$ cat src/hdl/lps_pkg.sv
// lps_pkg: shared types and constants for the line pixel stepper
// used by the controller, the datapath, the top level and the checker
// no dependencies
package lps_pkg;

  localparam int COORD_BITS  = 12;
  localparam int CFG_BITS    = 12;
  localparam int CMP_BITS    = (COORD_BITS > CFG_BITS) ? COORD_BITS : CFG_BITS;
  localparam int S_DATA_BITS = ((4 * COORD_BITS + 7) / 8) * 8;
  localparam int M_DATA_BITS = ((2 * COORD_BITS + 2 + 7) / 8) * 8;

  // output word bit positions
  localparam int M_PIX_INSIDE_BIT  = 2 * COORD_BITS;
  localparam int M_LINE_INSIDE_BIT = 2 * COORD_BITS + 1;

  localparam logic FUNC_LOAD = 1'b0;
  localparam logic FUNC_STEP = 1'b1;

  localparam logic REG_CANVAS_WIDTH  = 1'b0;
  localparam logic REG_CANVAS_HEIGHT = 1'b1;

  localparam logic [CFG_BITS-1:0] CANVAS_WIDTH_RESET  = CFG_BITS'(640);
  localparam logic [CFG_BITS-1:0] CANVAS_HEIGHT_RESET = CFG_BITS'(480);

  typedef logic signed [COORD_BITS-1:0] coord_t;

  typedef enum logic {
    LN_IDLE,
    LN_ACTIVE
  } line_state_t;

  typedef struct packed {
    logic load;
    logic step;
  } dp_cmd_t;

  typedef struct packed {
    logic last;
  } dp_status_t;

endpackage

$ cat src/hdl/lps_ctrl.sv
// lps_ctrl: line state machine and stream handshake control
// issues load and step commands to lps_datapath and owns the output valid flag
// depends on lps_pkg
module lps_ctrl (
  input  logic                clk,
  input  logic                rst,
  input  logic                s_tvalid,
  output logic                s_tready,
  input  logic                s_func,
  output logic                m_tvalid,
  input  logic                m_tready,
  output lps_pkg::dp_cmd_t    cmd,
  input  lps_pkg::dp_status_t status
);

  lps_pkg::line_state_t state, state_next;
  logic out_valid, out_valid_next;
  logic accept;

  always_ff @(posedge clk) begin
    if (rst) begin
      state     <= lps_pkg::LN_IDLE;
      out_valid <= 1'b0;
    end else begin
      state     <= state_next;
      out_valid <= out_valid_next;
    end
  end

  // next state
  always_comb begin
    state_next = state;
    if (cmd.load) begin
      state_next = lps_pkg::LN_ACTIVE;
    end else if (cmd.step && status.last) begin
      state_next = lps_pkg::LN_IDLE;
    end
  end

  // outputs and commands
  always_comb begin
    s_tready = !out_valid || m_tready;
    accept   = s_tvalid && s_tready;
    cmd.load = accept && (s_func == lps_pkg::FUNC_LOAD);
    cmd.step = 1'b0;
    unique case (state)
      lps_pkg::LN_IDLE:   cmd.step = 1'b0;
      lps_pkg::LN_ACTIVE: cmd.step = accept && (s_func == lps_pkg::FUNC_STEP);
      default:            cmd.step = 1'b0;
    endcase
    if (cmd.step) begin
      out_valid_next = 1'b1;
    end else if (m_tready) begin
      out_valid_next = 1'b0;
    end else begin
      out_valid_next = out_valid;
    end
    m_tvalid = out_valid;
  end

endmodule

$ cat src/hdl/lps_datapath.sv
// lps_datapath: endpoint setup, incremental minor-axis stepping, bounds test,
// canvas registers and the output word register
// depends on lps_pkg; driven by lps_ctrl
module lps_datapath (
  input  logic                         clk,
  input  logic                         rst,
  input  lps_pkg::dp_cmd_t             cmd,
  output lps_pkg::dp_status_t          status,
  input  lps_pkg::coord_t              start_x,
  input  lps_pkg::coord_t              start_y,
  input  lps_pkg::coord_t              end_x,
  input  lps_pkg::coord_t              end_y,
  input  logic                         cfg_we,
  input  logic                         cfg_index,
  input  logic [lps_pkg::CFG_BITS-1:0] cfg_data,
  output lps_pkg::coord_t              pixel_x,
  output lps_pkg::coord_t              pixel_y,
  output logic                         pixel_inside,
  output logic                         last_pixel,
  output logic                         line_inside
);

  localparam int CB = lps_pkg::COORD_BITS;

  logic [lps_pkg::CFG_BITS-1:0] canvas_width, canvas_height;

  // line state
  lps_pkg::coord_t major_pos, target_major, origin_minor;
  logic [CB-1:0]   quot;       // |minor offset|
  logic [CB:0]     rem;        // numerator remainder, below 2*dmajor
  logic [CB-1:0]   dmajor;
  logic [CB-1:0]   dminor_abs;
  logic            minor_neg;
  logic            vertical;
  logic            all_inside;

  // setup
  logic signed [CB:0] dx, dy, dmj, dmn;
  logic [CB:0]        adx, ady, admj, admn;
  logic               vert_new, swap;
  lps_pkg::coord_t    a0, a1, b0, b1;

  always_comb begin
    dx   = {end_x[CB-1], end_x} - {start_x[CB-1], start_x};
    dy   = {end_y[CB-1], end_y} - {start_y[CB-1], start_y};
    adx  = dx[CB] ? (CB+1)'(-dx) : dx;
    ady  = dy[CB] ? (CB+1)'(-dy) : dy;
    vert_new = ady > adx;
    dmj  = vert_new ? dy : dx;
    dmn  = vert_new ? dx : dy;
    admj = vert_new ? ady : adx;
    admn = vert_new ? adx : ady;
    a0   = vert_new ? start_y : start_x;
    a1   = vert_new ? end_y   : end_x;
    b0   = vert_new ? start_x : start_y;
    b1   = vert_new ? end_x   : end_y;
    swap = dmj[CB];
  end

  // current pixel
  logic signed [CB:0] minor_wide;
  lps_pkg::coord_t    minor_cur, px, py;
  logic               inside_cur;
  logic [CB+1:0]      rem_sum, rem_diff, two_dmajor;
  logic               carry;

  always_comb begin
    if (minor_neg) begin
      minor_wide = {origin_minor[CB-1], origin_minor} - {1'b0, quot};
    end else begin
      minor_wide = {origin_minor[CB-1], origin_minor} + {1'b0, quot};
    end
    minor_cur = minor_wide[CB-1:0];
    px = vertical ? minor_cur : major_pos;
    py = vertical ? major_pos : minor_cur;
    inside_cur = !px[CB-1] && !py[CB-1]
              && (lps_pkg::CMP_BITS'(px) < lps_pkg::CMP_BITS'(canvas_width))
              && (lps_pkg::CMP_BITS'(py) < lps_pkg::CMP_BITS'(canvas_height));
    status.last = major_pos >= target_major;
    rem_sum    = {1'b0, rem} + {1'b0, dminor_abs, 1'b0};
    two_dmajor = {1'b0, dmajor, 1'b0};
    carry      = rem_sum >= two_dmajor;
    rem_diff   = rem_sum - two_dmajor;
  end

  always_ff @(posedge clk) begin
    if (rst) begin
      canvas_width  <= lps_pkg::CANVAS_WIDTH_RESET;
      canvas_height <= lps_pkg::CANVAS_HEIGHT_RESET;
      major_pos     <= '0;
      target_major  <= '0;
      origin_minor  <= '0;
      quot          <= '0;
      rem           <= '0;
      dmajor        <= '0;
      dminor_abs    <= '0;
      minor_neg     <= 1'b0;
      vertical      <= 1'b0;
      all_inside    <= 1'b1;
    end else begin
      if (cfg_we) begin
        unique case (cfg_index)
          lps_pkg::REG_CANVAS_WIDTH:  canvas_width  <= cfg_data;
          lps_pkg::REG_CANVAS_HEIGHT: canvas_height <= cfg_data;
          default: ;
        endcase
      end
      if (cmd.load) begin
        major_pos    <= swap ? a1 : a0;
        target_major <= swap ? a0 : a1;
        origin_minor <= swap ? b1 : b0;
        dmajor       <= admj[CB-1:0];
        dminor_abs   <= admn[CB-1:0];
        // minor direction after ordering the endpoints
        minor_neg    <= swap ? (!dmn[CB] && (dmn != '0)) : dmn[CB];
        vertical     <= vert_new;
        quot         <= '0;
        rem          <= {1'b0, admj[CB-1:0]};   // rounding bias of dmajor
        all_inside   <= 1'b1;
      end else if (cmd.step) begin
        all_inside <= all_inside && inside_cur;
        if (!status.last) begin
          major_pos <= major_pos + CB'(1);
          if (carry) begin
            rem  <= rem_diff[CB:0];
            quot <= quot + CB'(1);
          end else begin
            rem  <= rem_sum[CB:0];
          end
        end
      end
    end
  end

  // output word register, loaded on each step
  always_ff @(posedge clk) begin
    if (cmd.step) begin
      pixel_x      <= px;
      pixel_y      <= py;
      pixel_inside <= inside_cur;
      last_pixel   <= status.last;
      line_inside  <= all_inside && inside_cur;
    end
  end

endmodule

$ cat src/hdl/line_pixel_stepper.sv
// line_pixel_stepper: a load word (tuser 0) sets up a line and yields no output;
// each step word (tuser 1) accepted while a line is active yields one pixel word
// in the cycle after acceptance; throughput is one word per cycle while m_tready
// holds; input is taken while the output register is empty or drains.
// synchronous active-high reset: idle, canvas 640 x 480, no output pending
module line_pixel_stepper (
  input  logic                            clk,
  input  logic                            rst,
  input  logic                            s_tvalid,
  output logic                            s_tready,
  // start_x, start_y, end_x, end_y
  input  logic [lps_pkg::S_DATA_BITS-1:0] s_tdata,
  // func
  input  logic                            s_tuser,
  output logic                            m_tvalid,
  input  logic                            m_tready,
  // pixel_x, pixel_y, pixel_inside, line_inside, zero padding
  output logic [lps_pkg::M_DATA_BITS-1:0] m_tdata,
  // last_pixel
  output logic                            m_tlast,
  input  logic                            cfg_we,
  input  logic                            cfg_index,
  input  logic [lps_pkg::CFG_BITS-1:0]    cfg_data
);

  localparam int CB = lps_pkg::COORD_BITS;

  lps_pkg::dp_cmd_t    cmd;
  lps_pkg::dp_status_t status;
  lps_pkg::coord_t     pixel_x, pixel_y;
  logic                pixel_inside, line_inside;

  lps_ctrl u_ctrl (
    .clk      (clk),
    .rst      (rst),
    .s_tvalid (s_tvalid),
    .s_tready (s_tready),
    .s_func   (s_tuser),
    .m_tvalid (m_tvalid),
    .m_tready (m_tready),
    .cmd      (cmd),
    .status   (status)
  );

  lps_datapath u_dp (
    .clk          (clk),
    .rst          (rst),
    .cmd          (cmd),
    .status       (status),
    .start_x      (s_tdata[CB-1:0]),
    .start_y      (s_tdata[2*CB-1:CB]),
    .end_x        (s_tdata[3*CB-1:2*CB]),
    .end_y        (s_tdata[4*CB-1:3*CB]),
    .cfg_we       (cfg_we),
    .cfg_index    (cfg_index),
    .cfg_data     (cfg_data),
    .pixel_x      (pixel_x),
    .pixel_y      (pixel_y),
    .pixel_inside (pixel_inside),
    .last_pixel   (m_tlast),
    .line_inside  (line_inside)
  );

  assign m_tdata = lps_pkg::M_DATA_BITS'({line_inside, pixel_inside, pixel_y, pixel_x});

endmodule

$ cat config.mk
export PLATFORM = sky130hd
export DESIGN_NAME = line_pixel_stepper
export DESIGN_NICKNAME = d
export VERILOG_FILES = /design/src/hdl/lps_pkg.sv /design/src/hdl/lps_ctrl.sv /design/src/hdl/lps_datapath.sv /design/src/hdl/line_pixel_stepper.sv
export SDC_FILE = /design/constraint.sdc
export NUM_CORES = 1
export LEC_CHECK = 0
export BUFFER_PORTS_ARGS = -buffer_cell sky130_fd_sc_hd__buf_2
export CELL_PAD_IN_SITES_DETAIL_PLACEMENT = 1
export CELL_PAD_IN_SITES_GLOBAL_PLACEMENT = 1
export CORE_ASPECT_RATIO = 1.25
export CORE_UTILIZATION = 50
export DETAILED_ROUTE_END_ITERATION = 8
export HOLD_SLACK_MARGIN = 0.03
export PLACE_DENSITY = 0.92
export SYNTH_ARGS = -nofsm -noshare
export SYNTH_HDL_FRONTEND = slang
export SYNTH_SLANG_ARGS = --single-unit
$ cat constraint.sdc
create_clock -name clk -period 14.1 [get_ports clk]
set_clock_uncertainty 0.05 [all_clocks]
set_input_delay 2.115 -clock clk [delete_from_list [all_inputs] [get_ports clk]]
set_output_delay 2.115 -clock clk [all_outputs]
set_load 0.01 [all_outputs]
==> summary.txt <==
Clocking
  – Resize count post-CTS: 0
  – Num CTS Buffers: 17
  – Hold-fix buffer count after cts: 0
  – Reg clk slew, reported paths: 0.07 ns
  – Setup Fix Bufs, Post-CTS: 0
  – CTS tree: built
  – Clk root buf: clkbuf_16
  – CTS Sinks: 141
  – H-tree levels: 4
  – CTS max path bufs: 2
  – Clk_lat worst skew: 0.46 ns

Detailed routing
  – Via/cell ratio: 6.433
  – 1st-pass router iterations: 7
  – Residual DRC: 0
  – Initial drt markers: 564
  – Via count: 11030
  – Routed len/inst: 23.37 um
  – Drt total wl: 40.05 mm
  – Final ANT Viol Nets: 0

Floorplanning
  – Die Y-Extent: 169.4 um
  – IO Count: 102
  – Core Region: 21770 um2
  – Die ar.: 23020 um2
  – Initial core utilization: 51.47%
  – Site Rows: 60
  – Die Width: 135.9 um

Synth
  – Post-synth EDFFs: 27
  – Register area share after synthesis: 27.60%
  – FF+latch count, synth: 141
  – Synth Warn #: 0
  – Asr flop ratio synth: 0%
  – Post-synthesis cell type count: 81
  – Syn avg cell area: 8.240 um2
  – Syn Std Cell Area: 11210 um2
  – Most used flip-flop cell after synthesis: dfxtp_1
  – Post-Syn Instances: 1360

Setup path
  – Critical path's slowest cell: o31a_2
  – WS Path Type: in2reg
  – Setup crit end kind: flop
  – Setup crit start kind: input port
  – Critical Path, Cell by Cell: buf_2, inv_1, ha_1, inv_1, fa_1, a211oi_2, nor4b_1, or4_4, a2111oi_4, nand2_2, o41ai_2, xor2_1, inv_1, ha_1, and4_1, and3_1, a21boi_0, o31a_2, nand2_1, o21ai_4, buf_4, mux2i_1, mux2i_1, o21a_1
  – Crit path max fanout: 41
  – CP max stage delay: 0.81 ns
  – Most common cell on crit path: inv_1
  – Data arrival, critical path: 8.83 ns
  – CP required: 14.39 ns

Power and ir drop
  – IR drop worst, VDD: 0.1159 mV
  – Leakage power: 5.405 nW
  – PwrDens: 199.8 nW/um2

Place
  – Placed Cells: 1681
  – Final HPWL DP: 28.82 mm
  – I/O Buffers: 95
  – Pre-CTS WS: 5.369 ns
  – GP Congestion: 0.9727

Global route
  – First-pass GRT wire length: 62.24 mm
  – Largest net degree at the start of global routing: 59
  – Vias in the first global route: 11630
  – Grt ovf: 0
  – Initial antenna violation count: 0
  – Total global-route track usage: 35.54%

STA
  – Min cycle time layout: 8.545 ns
  – Final TNS setup: 0 ns
  – Final WS setup: 5.555 ns
  – Period Utilization, post-route: 60.60%
  – Final Setup Violations: 0
  – Slew @ Worst Pin: 1.235 ns
  – Setup repair after global routing missed its margin: no
  – Final Hold Vio Count: 0
  – Pins Over Slew Limit: 0
  – Fmax achieved: 117.0 MHz
  – Slew HR: 17.57%

Cells and area
  – Core Util, Final: 57.14%
  – Most common cell after layout, fill and taps aside: nand2_1
  – Final nets: 1604
  – Layout area overhead: 11.02%
  – Post-Layout Cell Count: 1714
  – Share of layout cells above drive strength 1: 11.72%
  – Number of fill cells: 2649
  – Most frequent cells in the layout: 136 x nand2_1, 122 x inv_1, 119 x a21oi_1, 114 x dfxtp_1, 111 x ha_1

Outcome
  – Outcome: finished clean

Hold path
  – Worst hold path class: reg2reg

Run
  – Max Cap Violations: 0
==> final timing paths <==
kind,startpoint,to,slack [ns],depth (start not counted)
worst max-delay path,s_tdata[36],u_dp.major_pos[7]$_SDFFE_PP0P_,5.56,24
worst min-delay path,u_dp.rem[0]$_SDFFE_PP0P_,u_dp.rem[0]$_SDFFE_PP0P_,0.40,2
worst max register to register,u_dp.quot[0]$_SDFFE_PP0P_,u_dp.line_inside$_DFFE_PP_,8.73,17
worst min register to register,u_dp.rem[0]$_SDFFE_PP0P_,u_dp.rem[0]$_SDFFE_PP0P_,0.40,2
==> cell usage after synthesis, types with 8 or more instances <==
library cell    n  area (um2)
a211oi_1       14       105.1
a21o_1         23       172.7
a21oi_1       119       595.6
and3_1         13       81.33
buf_4           9       67.56
clkbuf_1       46       172.7
dfxtp_1       114        2282
edfxtp_1       27       810.8
ha_1          111        1389
inv_1         122       457.9
mux2_2          8       90.09
mux2i_1        81       810.8
nand2_1       136       510.5
nand2b_1       18       112.6
nand3_1         9       45.04
nand4_1        15       93.84
nor2_1         89       334.1
nor2b_1        16       100.1
nor3_1         16       80.08
o211ai_1       15       112.6
o21a_1         13       97.59
o21ai_0        68       340.3
o21bai_1        8       60.06
o221ai_1       19       166.4
o22a_1         14       122.6
o22ai_1         8       50.05
xnor2_1        61       534.3
xor2_1         30       262.8
==> state kept, by name, summed over array words and instances (netlist names) <==
name	flops
u_ctrl.m_tvalid	1
u_ctrl.state	1
u_dp.all_inside	1
u_dp.canvas_height	12
u_dp.canvas_width	12
u_dp.dmajor	12
u_dp.dminor_abs	12
u_dp.last_pixel	1
u_dp.line_inside	1
u_dp.major_pos	12
u_dp.minor_neg	1
u_dp.origin_minor	12
u_dp.pixel_inside	1
u_dp.pixel_x	12
u_dp.pixel_y	12
u_dp.quot	12
u_dp.rem	13
u_dp.target_major	12
u_dp.vertical	1
==> cell families after synthesis <==
group	share of synthesized area (%)
XOR/XNOR	7.113
other	0.03346
multiplexers	8.039
buffers and inverters	6.655
adder cells (fa/ha/maj)	13.29
flip-flops	27.60
AO/OA/AOI/OAI	22.13
AND/OR/NAND/NOR	15.14
==> layout make-up <==
class | instances | area (um2) | share of cell area, %
tap | 279 | 349.1 | 2.806
antenna | 1 | 2.502 | 0.02011
sequential | 141 | 3093 | 24.86
multi-input combinational | 1036 | 7401 | 59.49
clock buffer | 17 | 425.4 | 3.419
timing repair buffer | 103 | 535.5 | 4.305
clock inverter | 15 | 176.4 | 1.418
inverter | 122 | 457.9 | 3.681
==> where the power goes <==
| part | internal, mW | total, mW | switching [mW] |
|---|---|---|---|
| clock | 0.267 | 0.479 | 0.212 |
| sequential | 0.494 | 0.550 | 0.0558 |
| combinational | 0.563 | 1.46 | 0.894 |
==> worst max-delay path: cells and delay by family <==
family / cells / cell delay [ns]
AO/OA/AOI/OAI: 7 / 2.53
adder cells (fa/ha/maj): 3 / 0.92
buffers and inverters: 5 / 0.98
XOR/XNOR: 1 / 0.30
AND/OR/NAND/NOR: 6 / 1.39
multiplexers: 2 / 0.56
==> metal layers <==
metal / wire length, um / vias to the layer above / share of wire [%] / track usage, %
met5: 0 / - / 0 / 0
met4: 2898 / 0 / 7.2 / 26.23
met3: 2283 / 193 / 5.7 / 6.870
met2: 20050 / 487 / 50 / 62.11
met1: 14830 / 5372 / 37 / 37.66
li1: - / 4975 / - / -
==> through the flow <==
stage | power (mW) | instance area (um2) | hold slack, ns
after floorplan | 1.548 | 11220 | 0.3765
after global placement | 1.833 | 11840 | 0.3874
after detailed placement | 1.926 | 11840 | 0.3955
after CTS | 2.457 | 12440 | 0.4048
after global routing | 2.610 | 12440 | 0.4255
final | 2.486 | 12440 | 0.4011
Note: power is estimated with default switching activity, not from simulation.
